`config.mk`:
```
export PLATFORM = sky130hd
export DESIGN_NAME = bsm3d_fifo
export DESIGN_NICKNAME = d
export VERILOG_FILES = /design/src/box_smooth_3d_27pt_core_assert.svh /design/src/bsm3d_fifo.sv
export SDC_FILE = /design/constraint.sdc
export NUM_CORES = 1
export LEC_CHECK = 0
export ABC_AREA = 1
export BUFFER_PORTS_ARGS = -buffer_cell sky130_fd_sc_hd__buf_2
export CORE_ASPECT_RATIO = 1.5
export CORE_MARGIN = 10
export CORE_UTILIZATION = 55
export DETAILED_ROUTE_END_ITERATION = 8
export HOLD_SLACK_MARGIN = 0.03
export PLACE_DENSITY = 0.78
export SYNTH_ARGS = -nofsm -noshare
export SYNTH_HDL_FRONTEND = slang
export SYNTH_SLANG_ARGS = --single-unit
```
`constraint.sdc`:
```
create_clock -name clk -period 1.4 [get_ports clk]
set_input_delay 0.07 -clock clk [delete_from_list [all_inputs] [get_ports clk]]
set_output_delay 0.07 -clock clk [all_outputs]
set_load 0.01 [all_outputs]
```
`src/box_smooth_3d_27pt_core_assert.svh`:
```
// Assertion macros for the 3x3x3 box smoothing core.
// Used by the back-end module; expects clk and rst_n in scope.
`ifndef BOX_SMOOTH_3D_27PT_CORE_ASSERT_SVH
`define BOX_SMOOTH_3D_27PT_CORE_ASSERT_SVH
// A condition that must hold at every edge outside reset.
`define BSM3D_ASSERT_ALWAYS(label, cond, msg) \
  label: assert property (@(posedge clk) disable iff (!rst_n) (cond)) else $error(msg);
// A condition that must hold in the cycle after its trigger.
`define BSM3D_ASSERT_NEXT(label, ante, cons, msg) \
  label: assert property (@(posedge clk) disable iff (!rst_n) (ante) |=> (cons)) else $error(msg);
`endif

```
`src/bsm3d_fifo.sv`:
```
// Small first-in first-out queue in flip-flops.
// Depends on nothing; DEPTH must be a power of two.
`timescale 1ns / 1ps
`default_nettype none
module bsm3d_fifo #(
  parameter int WIDTH = 8,
  parameter int DEPTH = 4
) (
  input  wire logic                       clk,
  input  wire logic                       rst_n,
  input  wire logic                       push,
  input  wire logic [WIDTH-1:0]           wdata,
  input  wire logic                       pop,
  output logic      [WIDTH-1:0]           rdata,
  output logic                            full,
  output logic                            empty,
  output logic      [$clog2(DEPTH+1)-1:0] count
);
  localparam int AW = $clog2(DEPTH);
  localparam int CW = $clog2(DEPTH + 1);

  logic [WIDTH-1:0] mem [DEPTH];
  logic [AW-1:0]    wr_ptr_r, rd_ptr_r;
  logic [CW-1:0]    cnt_r, cnt_nxt;

  always_comb begin
    cnt_nxt = cnt_r;
    if (push && !pop) cnt_nxt = cnt_r + CW'(1);
    else if (pop && !push) cnt_nxt = cnt_r - CW'(1);
  end

  always_ff @(posedge clk) begin
    if (!rst_n) begin
      wr_ptr_r <= '0;
      rd_ptr_r <= '0;
      cnt_r    <= '0;
    end else begin
      if (push) wr_ptr_r <= wr_ptr_r + AW'(1);
      if (pop) rd_ptr_r <= rd_ptr_r + AW'(1);
      cnt_r <= cnt_nxt;
    end
  end

  always_ff @(posedge clk) begin
    if (push) mem[wr_ptr_r] <= wdata;
  end

  assign rdata = mem[rd_ptr_r];
  assign full  = (cnt_r == CW'(DEPTH));
  assign empty = (cnt_r == '0);
  assign count = cnt_r;
endmodule
`default_nettype wire

```
==> implementation parameters <==
Parameter                              Value

Run status
  Result of the run    complete, no violations

Critical path
  Worst Path Arrival    1240 ps
  Startpoint class of the critical path    flip-flop
  Reg2reg setup slack    130 ps
  Worst path depth    4
  Worst R2R Start    wr_ptr_r[1]
  Data required time of the critical path    1330 ps
  Critical-path cell list    inv_4, o21ai_0, o22ai_1, buf_2
  Capturing instance or port of the critical path    rdata[3]
  Number of cells on the worst reg-to-reg path    4
  Dominant delay contributor by cell family on the critical path    flip-flops
  Critical setup path kind    flip-flop to output pin
  Maximum fanout along the worst path    9
  CP max stage cell    sky130_fd_sc_hd__dfxtp_2
  Capturing element type of the critical path    output pin
  Largest stage delay on the critical path    390 ps
  Terminus of the critical flop-to-flop path    mem[1][1]
  WP buf/inv    2

Floorplanning
  Initial Utilization    0.569
  Width of the die    64.6 um
  Number of I/O pins    25
  Die extent in y    86.9 um
  Core outline area    2880 um^2
  Placement Rows    24
  Die area    5610 um^2

Detailed routing
  Number of detailed-route iterations in the first pass    4
  Wire length per cell after detailed routing    14.8 um
  Antenna viol nets, final    0
  Routed wire length    3.16 mm
  Vias per Instance    5.21
  Detailed Route Iter0 Violations    25
  Post-route DRC    0
  Vias after detailed routing    1,114

GRT
  Antenna violations before repair    0
  Overall track demand over capacity in global routing    0.122
  Total global routing overflow    0
  Wire length of the first global-routing pass    5.22 mm
  Number of global-route vias before repair    1,160
  Pin count of the biggest net entering global routing    17

STA
  Setup TNS after final layout    0 ps
  Least-Margin Pin Slew    384 ps
  Final slew viol count    0
  Layout Skew    2.21 ps
  Number of hold violations in the final report    0
  Final worst-path setup slack    93.2 ps
  Highest clock frequency the design can meet    765 MHz
  Final period util    0.933
  Count of endpoints failing setup in the final report    0
  Crit path time final    1310 ps
  RSZ-0062 raised after global routing    false
  Relative slew margins    0.744

Yosys
  Mean instance size in the synthesized netlist    12.2 um^2
  Synthesized flop and latch total    41
  Synth Cell Area    1640 um^2
  Synthesized netlist net count    152
  Cells after synthesis    134
  Warnings, synthesis    0
  Synth cell types    18
  Sequential element share of the synthesized area    0.696

Clocking
  Clock edge transition at the registers on the reported setup and hold paths    70 ps
  H-tree level count    2
  CTS root buffer    sky130_fd_sc_hd__clkbuf_8
  Sink count of the clock tree    41
  Clock tree from TritonCTS    done
  TritonCTS buffer count    5
  Clock latency reported for the late side of the worst-skew pair    290 ps
  Max clock buf depth    2

Cells and area
  Highest-count cells in the layout ignoring fill and taps    sky130_fd_sc_hd__edfxtp_1, sky130_fd_sc_hd__buf_2, sky130_fd_sc_hd__nor2_1
  Number of nets in the layout    192
  Share of cells above drive strength 1    0.251
  Area growth, synth to finish    21.5%
  Count of antenna diodes in the layout    0
  Most common library cell in the layout ignoring fill and taps    sky130_fd_sc_hd__edfxtp_1

Power
  Leak    0.805 nW
  Cell area power density    1240 nW/um^2
  Worst vdd rail ir drop    0.875 mV

Hold path
  Type of the worst min-delay path    primary input to flip-flop

Placement
  GPL Wtd Cong    0.750
  Count of buffers inserted at the top-level ports    24
  Detailed Place HPWL    2.18 mm
  Worst setup slack before clock tree synthesis    107 ps

Flow run
  Max_cap viols    0
metrics by stage:
step / cells / instance area [um^2] / hold WS (ps) / utilization / power (mW)
3_5_place_dp: 196 / 1790 / 289 / 0.622 / 1.74
4_1_cts: 212 / 1970 / 44.9 / 0.682 / 2.50
6_report: 214 / 1990 / 60.6 / 0.691 / 2.48
5_1_grt: 214 / 1990 / 69.5 / 0.691 / 2.59
2_1_floorplan: 134 / 1640 / 169 / - / 1.62
3_3_place_gp: 196 / 1790 / 287 / 0.622 / 1.72
per-layer routing:
layer / up-vias / GRT usage / share of wire
met5: - / 0 / 0
met4: 0 / 0.0820 / 0.011
met3: 2 / 0.0438 / 0.052
met2: 28 / 0.216 / 0.57
met1: 531 / 0.115 / 0.37
li1: 553 / - / -
cells in the mapped netlist:
cell type / n / share of area
sky130_fd_sc_hd__a21oi_1: 4 / 0.012
sky130_fd_sc_hd__buf_6: 2 / 0.014
sky130_fd_sc_hd__dfxtp_1: 9 / 0.11
sky130_fd_sc_hd__edfxtp_1: 32 / 0.59
sky130_fd_sc_hd__fa_1: 1 / 0.012
sky130_fd_sc_hd__ha_1: 5 / 0.038
sky130_fd_sc_hd__inv_1: 16 / 0.037
sky130_fd_sc_hd__inv_2: 1 / 0.0023
sky130_fd_sc_hd__nand2_1: 9 / 0.021
sky130_fd_sc_hd__nand3_1: 1 / 0.0031
sky130_fd_sc_hd__nand4_1: 1 / 0.0038
sky130_fd_sc_hd__nor2_1: 18 / 0.041
sky130_fd_sc_hd__nor2_2: 3 / 0.011
sky130_fd_sc_hd__nor3_1: 2 / 0.0061
sky130_fd_sc_hd__o21ai_0: 18 / 0.055
sky130_fd_sc_hd__o21ai_1: 2 / 0.0061
sky130_fd_sc_hd__o21ai_2: 2 / 0.011
sky130_fd_sc_hd__o22ai_1: 8 / 0.031
sequential cells by signal (all words and copies together), names as in the netlist, named ones only:
| signal | cells |
|---|---|
| rd_ptr_r | 2 |
| mem | 32 |
| count | 3 |
| wr_ptr_r | 2 |
cells by family after synthesis:
group                      Yosys count  share of synthesized area
and+or+nand+nor                     34                     0.0863
AOI/OAI and AO/OA                   34                      0.115
adders and majority gates            6                     0.0504
buffers and inverters               19                     0.0527
DFF                                 41                      0.696
tightest hold or removal path: cells and delay by family:
| family | cells | cell delay, ps |
|---|---|---|
| buffers and inverters | 1 | 140 |
| AND/OR/NAND/NOR | 2 | 100 |
what timing repair did:
| item | CTS | global route |
|---|---|---|
| gates resized for setup | 4 | 7 |
| hold endpoints to repair | 32 | 0 |
| cloned | 0 | 1 |
| hold buffers | 8 | 0 |
| setup buffers | 0 | 1 |
| setup endpoints to repair | 8 | 6 |
| pin swaps | 0 | 1 |
cell type report:
| type | instances | area [um^2] |
|---|---|---|
| Sequential cell | 41 | 1150 |
| Inverter | 17 | 71.3 |
| Clock buffer | 6 | 72.6 |
| Tap cell | 39 | 48.8 |
| Timing Repair Buffer | 35 | 221 |
| Clock inverter | 2 | 15.0 |
| Fill cell | 228 | 892 |
| Multi-Input combinational cell | 74 | 415 |
worst min path at each step:
| stage | start | depth (start not counted) | to | slack [ps] |
|---|---|---|---|---|
| finish | rst_n | 3 | count[2] | 60 |
| global route | rst_n | 3 | count[2] | 70 |
| CTS | rst_n | 3 | count[2] | 40 |
| detailed placement | wdata[2] | 1 | mem[0][2] | 290 |
| global placement | wdata[2] | 1 | mem[2][2] | 290 |
| floorplan | wdata[0] | 0 | mem[0][0] | 170 |
power by group:
part	total [mW]	switching [mW]	internal, mW
sequential	1.42	0.0426	1.38
clock	0.733	0.383	0.351
combinational	0.323	0.191	0.132
Note: power is estimated with default switching activity, not from simulation.
