`config.mk`:
```
export PLATFORM = sky130hd
export DESIGN_NAME = bsm3d_front
export DESIGN_NICKNAME = d
export VERILOG_FILES = /design/src/box_smooth_3d_27pt_core_assert.svh /design/src/bsm3d_pkg.sv /design/src/bsm3d_front.sv
export SDC_FILE = /design/constraint.sdc
export NUM_CORES = 1
export LEC_CHECK = 0
export BUFFER_PORTS_ARGS = -buffer_cell sky130_fd_sc_hd__buf_2
export CAP_MARGIN = 20
export CELL_PAD_IN_SITES_DETAIL_PLACEMENT = 1
export CELL_PAD_IN_SITES_GLOBAL_PLACEMENT = 2
export CORE_MARGIN = 2
export CORE_UTILIZATION = 33
export CTS_CLUSTER_DIAMETER = 150
export DETAILED_ROUTE_END_ITERATION = 16
export GPL_ROUTABILITY_DRIVEN = 0
export PLACE_DENSITY_LB_ADDON = 0.1
export SLEW_MARGIN = 15
export SYNTH_ARGS = -nofsm -noshare
export SYNTH_HDL_FRONTEND = slang
export SYNTH_SLANG_ARGS = --single-unit
```
`constraint.sdc`:
```
create_clock -name clk -period 3.4 [get_ports clk]
set_clock_uncertainty 0.05 [all_clocks]
set_input_delay 0.17 -clock clk [delete_from_list [all_inputs] [get_ports clk]]
set_output_delay 0.17 -clock clk [all_outputs]
set_load 0.1 [all_outputs]
```
`src/box_smooth_3d_27pt_core_assert.svh`:
```
// Assertion macros for the 3x3x3 box smoothing core.
// Used by the back-end module; expects clk and rst_n in scope.
`ifndef BOX_SMOOTH_3D_27PT_CORE_ASSERT_SVH
`define BOX_SMOOTH_3D_27PT_CORE_ASSERT_SVH
// A condition that must hold at every edge outside reset.
`define BSM3D_ASSERT_ALWAYS(label, cond, msg) \
  label: assert property (@(posedge clk) disable iff (!rst_n) (cond)) else $error(msg);
// A condition that must hold in the cycle after its trigger.
`define BSM3D_ASSERT_NEXT(label, ante, cons, msg) \
  label: assert property (@(posedge clk) disable iff (!rst_n) (ante) |=> (cons)) else $error(msg);
`endif

```
`src/bsm3d_pkg.sv`:
```
// Shared types and constants for the 3x3x3 box smoothing core.
// No dependencies.
`timescale 1ns / 1ps
`default_nettype none
package bsm3d_pkg;
  localparam int SAMPLE_BITS = 24;
  localparam int POS_W       = 7;
  localparam int EXT_W       = 7;
  localparam int CFG_IDX_W   = 2;
  localparam int DEF_MAX_X   = 64;
  localparam int DEF_MAX_Y   = 64;
  localparam int DEF_MAX_Z   = 64;
  localparam int Q_DEPTH     = 4;
  localparam int OUT_DEPTH   = 8;

  // Register indexes of the configuration port.
  localparam logic [CFG_IDX_W-1:0] CFG_X_EXTENT = 2'd0;
  localparam logic [CFG_IDX_W-1:0] CFG_Y_EXTENT = 2'd1;
  localparam logic [CFG_IDX_W-1:0] CFG_Z_EXTENT = 2'd2;

  // round(2^32 / 27); the average is (S * RECIP_27 + 2^31) >> 32.
  localparam int RECIP_W     = 30;
  localparam logic signed [RECIP_W-1:0] RECIP_27 = 30'sd159072863;
  localparam int ROUND_SHIFT = 32;

  typedef struct packed {
    logic             produce;
    logic             last;
    logic [POS_W-1:0] pos_x;
    logic [POS_W-1:0] pos_y;
    logic [POS_W-1:0] pos_z;
  } bsm3d_tag_t;

  typedef struct packed {
    logic signed [SAMPLE_BITS-1:0] smoothed;
    logic [POS_W-1:0]              pos_x;
    logic [POS_W-1:0]              pos_y;
    logic [POS_W-1:0]              pos_z;
    logic                          last;
  } bsm3d_res_t;
endpackage
`default_nettype wire

```
`src/bsm3d_front.sv`:
```
// Front end: extent registers, raster scan counters and word classification.
// Depends on bsm3d_pkg.
`timescale 1ns / 1ps
`default_nettype none
module bsm3d_front import bsm3d_pkg::*; #(
  parameter int MAX_X = DEF_MAX_X,
  parameter int MAX_Y = DEF_MAX_Y,
  parameter int MAX_Z = DEF_MAX_Z
) (
  input  wire logic                                          clk,
  input  wire logic                                          rst_n,
  input  wire logic                                          cfg_we,
  input  wire logic [CFG_IDX_W-1:0]                          cfg_index,
  input  wire logic [EXT_W-1:0]                              cfg_data,
  input  wire logic                                          in_valid,
  output logic                                               in_stall,
  input  wire logic                                          q_full,
  output logic                                               q_push,
  output bsm3d_tag_t                                         q_tag,
  output logic [$clog2(MAX_Z+2)-1:0]                         q_line_addr,
  output logic [$clog2((MAX_Y+2)*(MAX_Z+2))-1:0]             q_plane_addr
);
  localparam int CWX = $clog2(MAX_X + 2);
  localparam int CWY = $clog2(MAX_Y + 2);
  localparam int CWZ = $clog2(MAX_Z + 2);
  localparam int PAW = $clog2((MAX_Y + 2) * (MAX_Z + 2));

  logic [EXT_W-1:0] ext_x_r, ext_y_r, ext_z_r;
  logic [CWX-1:0]   ex, x_r, x_nxt;
  logic [CWY-1:0]   ey, y_r, y_nxt;
  logic [CWZ-1:0]   ez, z_r, z_nxt;
  logic [PAW-1:0]   pa_r, pa_nxt;
  logic             accept, z_end, y_end, x_end;

  // Out-of-range extents: zero acts as one, above the maximum acts as it.
  always_comb begin
    if (ext_x_r == '0) ex = CWX'(1);
    else if (int'(ext_x_r) > MAX_X) ex = CWX'(MAX_X);
    else ex = CWX'(ext_x_r);
    if (ext_y_r == '0) ey = CWY'(1);
    else if (int'(ext_y_r) > MAX_Y) ey = CWY'(MAX_Y);
    else ey = CWY'(ext_y_r);
    if (ext_z_r == '0) ez = CWZ'(1);
    else if (int'(ext_z_r) > MAX_Z) ez = CWZ'(MAX_Z);
    else ez = CWZ'(ext_z_r);
  end

  assign accept = in_valid && !q_full;
  assign z_end  = (z_r == ez + CWZ'(1));
  assign y_end  = (y_r == ey + CWY'(1));
  assign x_end  = (x_r == ex + CWX'(1));

  always_comb begin
    x_nxt  = x_r;
    y_nxt  = y_r;
    z_nxt  = z_r;
    pa_nxt = pa_r;
    if (cfg_we) begin
      x_nxt  = '0;
      y_nxt  = '0;
      z_nxt  = '0;
      pa_nxt = '0;
    end else if (accept) begin
      z_nxt  = z_end ? '0 : z_r + CWZ'(1);
      pa_nxt = pa_r + PAW'(1);
      if (z_end) begin
        y_nxt = y_end ? '0 : y_r + CWY'(1);
        if (y_end) begin
          pa_nxt = '0;
          x_nxt  = x_end ? '0 : x_r + CWX'(1);
        end
      end
    end
  end

  always_ff @(posedge clk) begin
    if (!rst_n) begin
      ext_x_r <= EXT_W'(64);
      ext_y_r <= EXT_W'(64);
      ext_z_r <= EXT_W'(64);
      x_r     <= '0;
      y_r     <= '0;
      z_r     <= '0;
      pa_r    <= '0;
    end else begin
      if (cfg_we && cfg_index == CFG_X_EXTENT) ext_x_r <= cfg_data;
      if (cfg_we && cfg_index == CFG_Y_EXTENT) ext_y_r <= cfg_data;
      if (cfg_we && cfg_index == CFG_Z_EXTENT) ext_z_r <= cfg_data;
      x_r  <= x_nxt;
      y_r  <= y_nxt;
      z_r  <= z_nxt;
      pa_r <= pa_nxt;
    end
  end

  assign in_stall       = q_full;
  assign q_push         = accept;
  assign q_tag.produce  = (x_r >= CWX'(2)) && (y_r >= CWY'(2)) && (z_r >= CWZ'(2));
  assign q_tag.last     = x_end && y_end && z_end;
  assign q_tag.pos_x    = POS_W'(x_r - CWX'(1));
  assign q_tag.pos_y    = POS_W'(y_r - CWY'(1));
  assign q_tag.pos_z    = POS_W'(z_r - CWZ'(1));
  assign q_line_addr    = z_r;
  assign q_plane_addr   = pa_r;
endmodule
`default_nettype wire

```
==> results of run 1 <==
-- per-stage QoR --
step	cells	worst slack, ns
CTS	632	0.0114
global route	637	-0.0870
global placement	622	0.167
detailed placement	622	0.0916
floorplan	444	0.0450
finish	637	0.168
-- repair_timing --
| action | in CTS | in global routing |
|---|---|---|
| setup endpoints to repair | 1 | 27 |
| pin swaps | 3 | 4 |
| setup buffers | 2 | 5 |
| gates resized for setup | 4 | 12 |
| endpoints found under the hold margin | 0 | 0 |
-- cell usage after synthesis (6+ instances only) --
cell type  instances
or3_1             11
mux2i_1           23
clkbuf_1          22
ha_1              13
nand3_1           30
nor3_1            15
nand2b_1           6
xnor2_1           22
nor2b_1           27
o22ai_1            7
nor2_1            29
o21ai_0            6
nand4_1            8
a21oi_1           21
dfxtp_1           55
and3_1             7
a211oi_1           7
xor2_1            25
inv_1             16
nand2_1           32
-- area by class of cell --
cell class | count | area, µm²
clock inverters | 3 | 27.5
well taps | 140 | 175
multi-input cells | 341 | 2420
repair buffers | 76 | 444
inverters | 17 | 63.8
fillers | 1318 | 6480
clock buffers | 5 | 68.8
flip-flops and latches | 55 | 1110
-- state kept, by name (all words and copies together), names as in the netlist --
register,flops
ext_x_r,7
ext_y_r,7
ext_z_r,7
q_line_addr,7
q_plane_addr,13
x_r,7
y_r,7
-- power by group through the flow --
stage	registers, mW	logic, mW	clock network (mW)
2_1_floorplan	0.686	0.120	0
4_1_cts	0.672	0.165	0.418
3_5_place_dp	0.686	0.162	0
3_3_place_gp	0.686	0.161	0
6_report	0.672	0.167	0.410
5_1_grt	0.675	0.181	0.444
-- critical path: cells and delay by family (launching register included) --
family	cells	cell delay, ns
XOR/XNOR	1	0.18
flip-flops	1	0.37
AO/OA/AOI/OAI	4	0.86
buffers and inverters	1	0.20
AND/OR/NAND/NOR	5	1.28
adder cells (fa/ha/maj)	1	0.24
-- cells by family after synthesis --
family / after synthesis / share of synthesized area (%)
simple gates: 187 / 28.3
fa+ha+maj: 13 / 4.49
compound gates: 70 / 13.1
flops: 55 / 30.4
mux: 23 / 6.36
xor+xnor: 48 / 12.0
buf+inv: 48 / 5.25
-- path summary, 6_finish.rpt --
| path | startpoint | endpoint | cells past startpoint |
|---|---|---|---|
| hold / removal | cfg_data[6] | ext_z_r[6] | 3 |
| setup reg to reg | ext_z_r[0] | y_r[5] | 12 |
| hold reg to reg | q_plane_addr[1] | q_plane_addr[1] | 2 |
| setup / recovery | ext_z_r[0] | y_r[5] | 12 |
-- layer usage --
layer | up-vias | track usage [%] | share of wire, %
met5 | - | 0 | 0
met4 | 0 | 3.30 | 0.63
met3 | 5 | 2.57 | 2.0
met2 | 30 | 29.5 | 48
met1 | 1616 | 24.2 | 49
li1 | 1661 | - | -
==> key figures, run 1 <==
Hold path
  • Worst min-delay path class: in -> reg

Floorplanning
  • Row cnt: 38
  • DIE WIDTH: 109 µm
  • DIE HEIGHT: 109 µm
  • Core area: 10800 µm²
  • Full die area: 11800 µm²
  • Initial Util: 33.5%
  • Io pins: 59

Drt
  • Antenna viol nets, final: 0
  • Vias per Instance: 5.20
  • DRT Wirelength: 10200 µm
  • Vias: 3312
  • Remaining DRCs: 0
  • Drt pass-1 iters: 4
  • Iter 0 DRT Violations: 121
  • Wire per inst: 16.1 µm

Logic synthesis
  • Post-synthesis sequential area ratio: 30.4%
  • Ys flop type: dfxtp_1
  • Area leader, netlist: dfxtp_1
  • Net Count, Synth: 471
  • Post-synthesis cell area: 3620 µm²
  • Top cell type's share of synthesized area: 30.4%
  • Yosys cell types: 55
  • EDFF count, synth: 0
  • Synth Warn #: 0
  • Synth Instances: 444
  • Synthesized flop and latch total: 55
  • Syn Area/Cell: 8.16 µm²
  • Area contributors post-synth: dfxtp_1, mux2i_1, xor2_1, xnor2_1, nor2b_1
  • Async S/R FF share, synth: 0%

Layout
  • Layout cell share with drive strength beyond 1: 22.3%
  • Most frequent cells in the layout: buf_2, dfxtp_1, nand2_1
  • Fin nets: 523
  • Layout area overhead: 19.0%
  • Design area: 4310 µm²
  • Commonest non-fill, non-tap cell in the layout: buf_2
  • Final core occ: 39.9%
  • ANT cells: 0

Placed design
  • I/O Buffers: 58
  • DP Area: 4100 µm²
  • Dpl hpwl: 7630 µm

Power
  • PD cells: 290 nW/µm²
  • Clock network fraction of total power: 32.8%
  • Switch Pwr: 0.385 mW
  • Maximum VDD drop: 198 µV
  • LEAKAGE: 1.63 nW
  • Tot Pwr: 1.25 mW
  • Int Power: 0.865 mW
  • Switching share of power: 30.8%
  • Sequential Power Share: 53.8%
  • Comb pwr share: 13.4%

Global route
  • Initial antenna violation count: 0
  • Vias in the first global route: 3114
  • Tot GR Track Use: 17.6%
  • Global-route wire length before repair: 16400 µm
  • Largest net degree at the start of global routing: 24
  • Grt total ovfl: 0

Clocking
  • Clock latency on the worst-skew pair: 0.34 ns
  • CTS tree: done
  • Clock buffer count from CTS: 5
  • Post-CTS Hold Buffers: 0
  • Root buf cell: clkbuf_8
  • Clock slew at reported path FFs: 0.12 ns
  • Clock buffer depth: 2
  • H-Tree Depth: 2
  • CTS sink cnt: 55

Worst setup path
  • Worst R2R Setup Slack: 0.17 ns
  • Required @ worst endpoint: 3.62 ns
  • CP Capture Type: flop
  • CP Max Fanout: 7
  • Worst EP arrival: 3.45 ns
  • Crit-path cells: nor4_4 > a21oi_1 > nor2_1 > ha_2 > nand3_1 > xor2_1 > o21a_1 > a2111oi_4 > buf_4 > nand4_1 > or4_1 > a21oi_1
  • Crit-path max cell delay: 0.52 ns
  • Crit path kind: reg -> reg
  • Most used cell, CP: a21oi_1
  • Slowest CP cell: or4_1
  • Crit start category: flop

STA
  • Final TNS setup: 0 ns
  • Worst Max-Slew Pin Slew: 0.666 ns
  • Fmax: 0.309 GHz
  • RSZ-0062 raised after global routing: true
  • Final Cycle Share: 95.1%
  • Min Tclk post-route: 3.23 ns
  • Fin. Hold Viols: 0
  • Worst hold slack: 0.0870 ns
  • Worst rel slew slack: 55.6%
  • Slew Viols, Final: 0
  • Count of final setup violators: 0

Job
  • Max Cap Viol: 0

Run status
  • Status: completed
No activity file was read; power rests on OpenSTA's default activity.
==> inputs of run 2 (changes only) <==
Settings changed: CORE_UTILIZATION 33 to 35, CTS_BUF_LIST set to sky130_fd_sc_hd__clkbuf_8.
==> key figures, run 2 (synthesized netlist as in run 1, its figures left out) <==
STA
  • Count of final setup violators: 0 (unchanged)
  • RSZ-0062 raised after global routing: true
  • Final Cycle Share: 95.7% (+0.64 points)
  • Fin. Hold Viols: 0 (unchanged)
  • Worst Max-Slew Pin Slew: 0.656 ns (-0.0102 ns)
  • Slew Viols, Final: 0 (unchanged)
  • Worst rel slew slack: 56.3% (+0.68 points)
  • Min Tclk post-route: 3.25 ns (+0.0218 ns)
  • Fmax: 0.307 GHz (-0.67%)

Worst setup path
  • Worst EP arrival: 3.03 ns (-0.42 ns)
  • CP Max Fanout: 7 (unchanged)
  • Required @ worst endpoint: 3.18 ns (-0.44 ns)
  • Crit start category: flop
  • Crit path kind: reg -> out
  • CP Capture Type: output port

Clocking
  • CTS tree: done
  • H-Tree Depth: 2 (unchanged)
  • Clock slew at reported path FFs: 0.10 ns (-0.02 ns)
  • Clock buffer count from CTS: 5 (unchanged)
  • Clock buffer depth: 2 (unchanged)
  • Clock latency on the worst-skew pair: 0.32 ns (-0.02 ns)
  • Post-CTS Hold Buffers: 0 (unchanged)
  • Root buf cell: clkbuf_8
  • CTS sink cnt: 55 (unchanged)

Drt
  • Wire per inst: 16.1 µm (+0.27%)
  • Vias: 3298 (-0.42%)
  • Drt pass-1 iters: 4 (unchanged)
  • DRT Wirelength: 10100 µm (-1.1%)
  • Iter 0 DRT Violations: 74 (-39%)
  • Antenna viol nets, final: 0 (unchanged)
  • Remaining DRCs: 0 (unchanged)
  • Vias per Instance: 5.25 (+1.0%)

Floorplanning
  • DIE HEIGHT: 106 µm (-2.8%)
  • DIE WIDTH: 106 µm (-2.8%)
  • Full die area: 11200 µm² (-5.5%)
  • Row cnt: 37 (-2.6%)
  • Initial Util: 35.6% (+2.0 points)
  • Core area: 10200 µm² (-5.6%)
  • Io pins: 59 (unchanged)

Hold path
  • Worst min-delay path class: in -> reg

Layout
  • Most frequent cells in the layout: buf_2, dfxtp_1, nand2_1
  • Final core occ: 42.3% (+2.4 points)
  • Layout cell share with drive strength beyond 1: 23.2% (+0.84 points)
  • Commonest non-fill, non-tap cell in the layout: buf_2
  • Fin nets: 518 (-0.96%)
  • ANT cells: 0 (unchanged)
  • Number of flip-flops in the largest register: 13 (unchanged)
  • Layout area overhead: 19.0% (unchanged)

Global route
  • Global-route wire length before repair: 16700 µm (+1.8%)
  • Vias in the first global route: 3225 (+3.6%)
  • Initial antenna violation count: 0 (unchanged)
  • Grt total ovfl: 0 (unchanged)
  • Largest net degree at the start of global routing: 24 (unchanged)
  • Tot GR Track Use: 18.4% (+0.80 points)

Power
  • Maximum VDD drop: 177 µV (-11%)
  • Tot Pwr: 1.30 mW (+4.3%)
  • PD cells: 303 nW/µm² (+4.3%)
  • LEAKAGE: 1.61 nW (-1.3%)

Placed design
  • I/O Buffers: 58 (unchanged)
  • Dpl hpwl: 7530 µm (-1.3%)

Run status
  • Status: completed

Job
  • Max Cap Viol: 0 (unchanged)
[run 2: changes by cell type in the layout (fill, tap and decap cells not counted), sizes merged]
cell    previous run  this run
bufinv             0         1
inv               19        18
buf               76        71
[run 2: path summary, 6_finish.rpt]
kind                          end  slack [ns]             from  cells past startpoint
setup / recovery        q_tag[21]        0.15       ext_z_r[0]                     12
hold reg to reg   q_plane_addr[1]        0.47  q_plane_addr[1]                      2
setup reg to reg           x_r[2]        0.30       ext_y_r[4]                     14
hold / removal         ext_z_r[6]        0.09      cfg_data[6]                      3
[run 2: worst max-delay path, stage by stage (launching register included)]
cell	delay (ns)
dfxtp_4	0.38
nor4_4	0.29
a21oi_1	0.13
nor2_1	0.11
ha_2	0.25
nand3_2	0.11
xor2_1	0.16
o21a_1	0.21
a2111oi_4	0.31
buf_4	0.19
nand2_2	0.11
nor3_4	0.27
buf_12	0.21
[run 2: per-layer routing]
metal	wire [µm]	share of wire [%]	GRT usage (%)
met5	0	0	0
met1	4970	49	26.1
met2	4850	48	30.1
met4	61	0.60	3.67
met3	240	2.4	2.29
[run 2: where the power goes]
group / total [mW] / internal (mW) / switching [mW]
Clock: 0.460 / 0.223 / 0.238
Combinational: 0.170 / 0.0609 / 0.110
Sequential: 0.674 / 0.654 / 0.0197
[run 2: layout make-up]
cell class                 instances  area, µm²
inverter                          17       63.8
tap                              136        170
multi-input combinational        341       2440
clock buffer                       5       68.8
timing repair buffer              71        403
fill                            1259       5880
sequential                        55       1110
clock inverter                     3       46.3
[run 2: through the flow]
step | cell area, µm² | TNS [ns] | worst slack, ns | instances | hold WS [ns]
2_1_floorplan | 3660 | 0 | 0.0450 | 444 | 0.245
3_3_place_gp | 4080 | 0 | 0.304 | 616 | 0.397
3_5_place_dp | 4080 | 0 | 0.184 | 616 | 0.401
4_1_cts | 4210 | 0 | 0.0178 | 625 | 0.0688
5_1_grt | 4310 | -0.0937 | -0.0937 | 628 | 0.0954
6_report | 4310 | 0 | 0.147 | 628 | 0.0858
[run 2: repair_timing]
action | CTS | global route
setup endpoints to repair | 1 | 24
gates resized for setup | 5 | 19
pin swaps | 2 | 8
setup buffers | 1 | 3
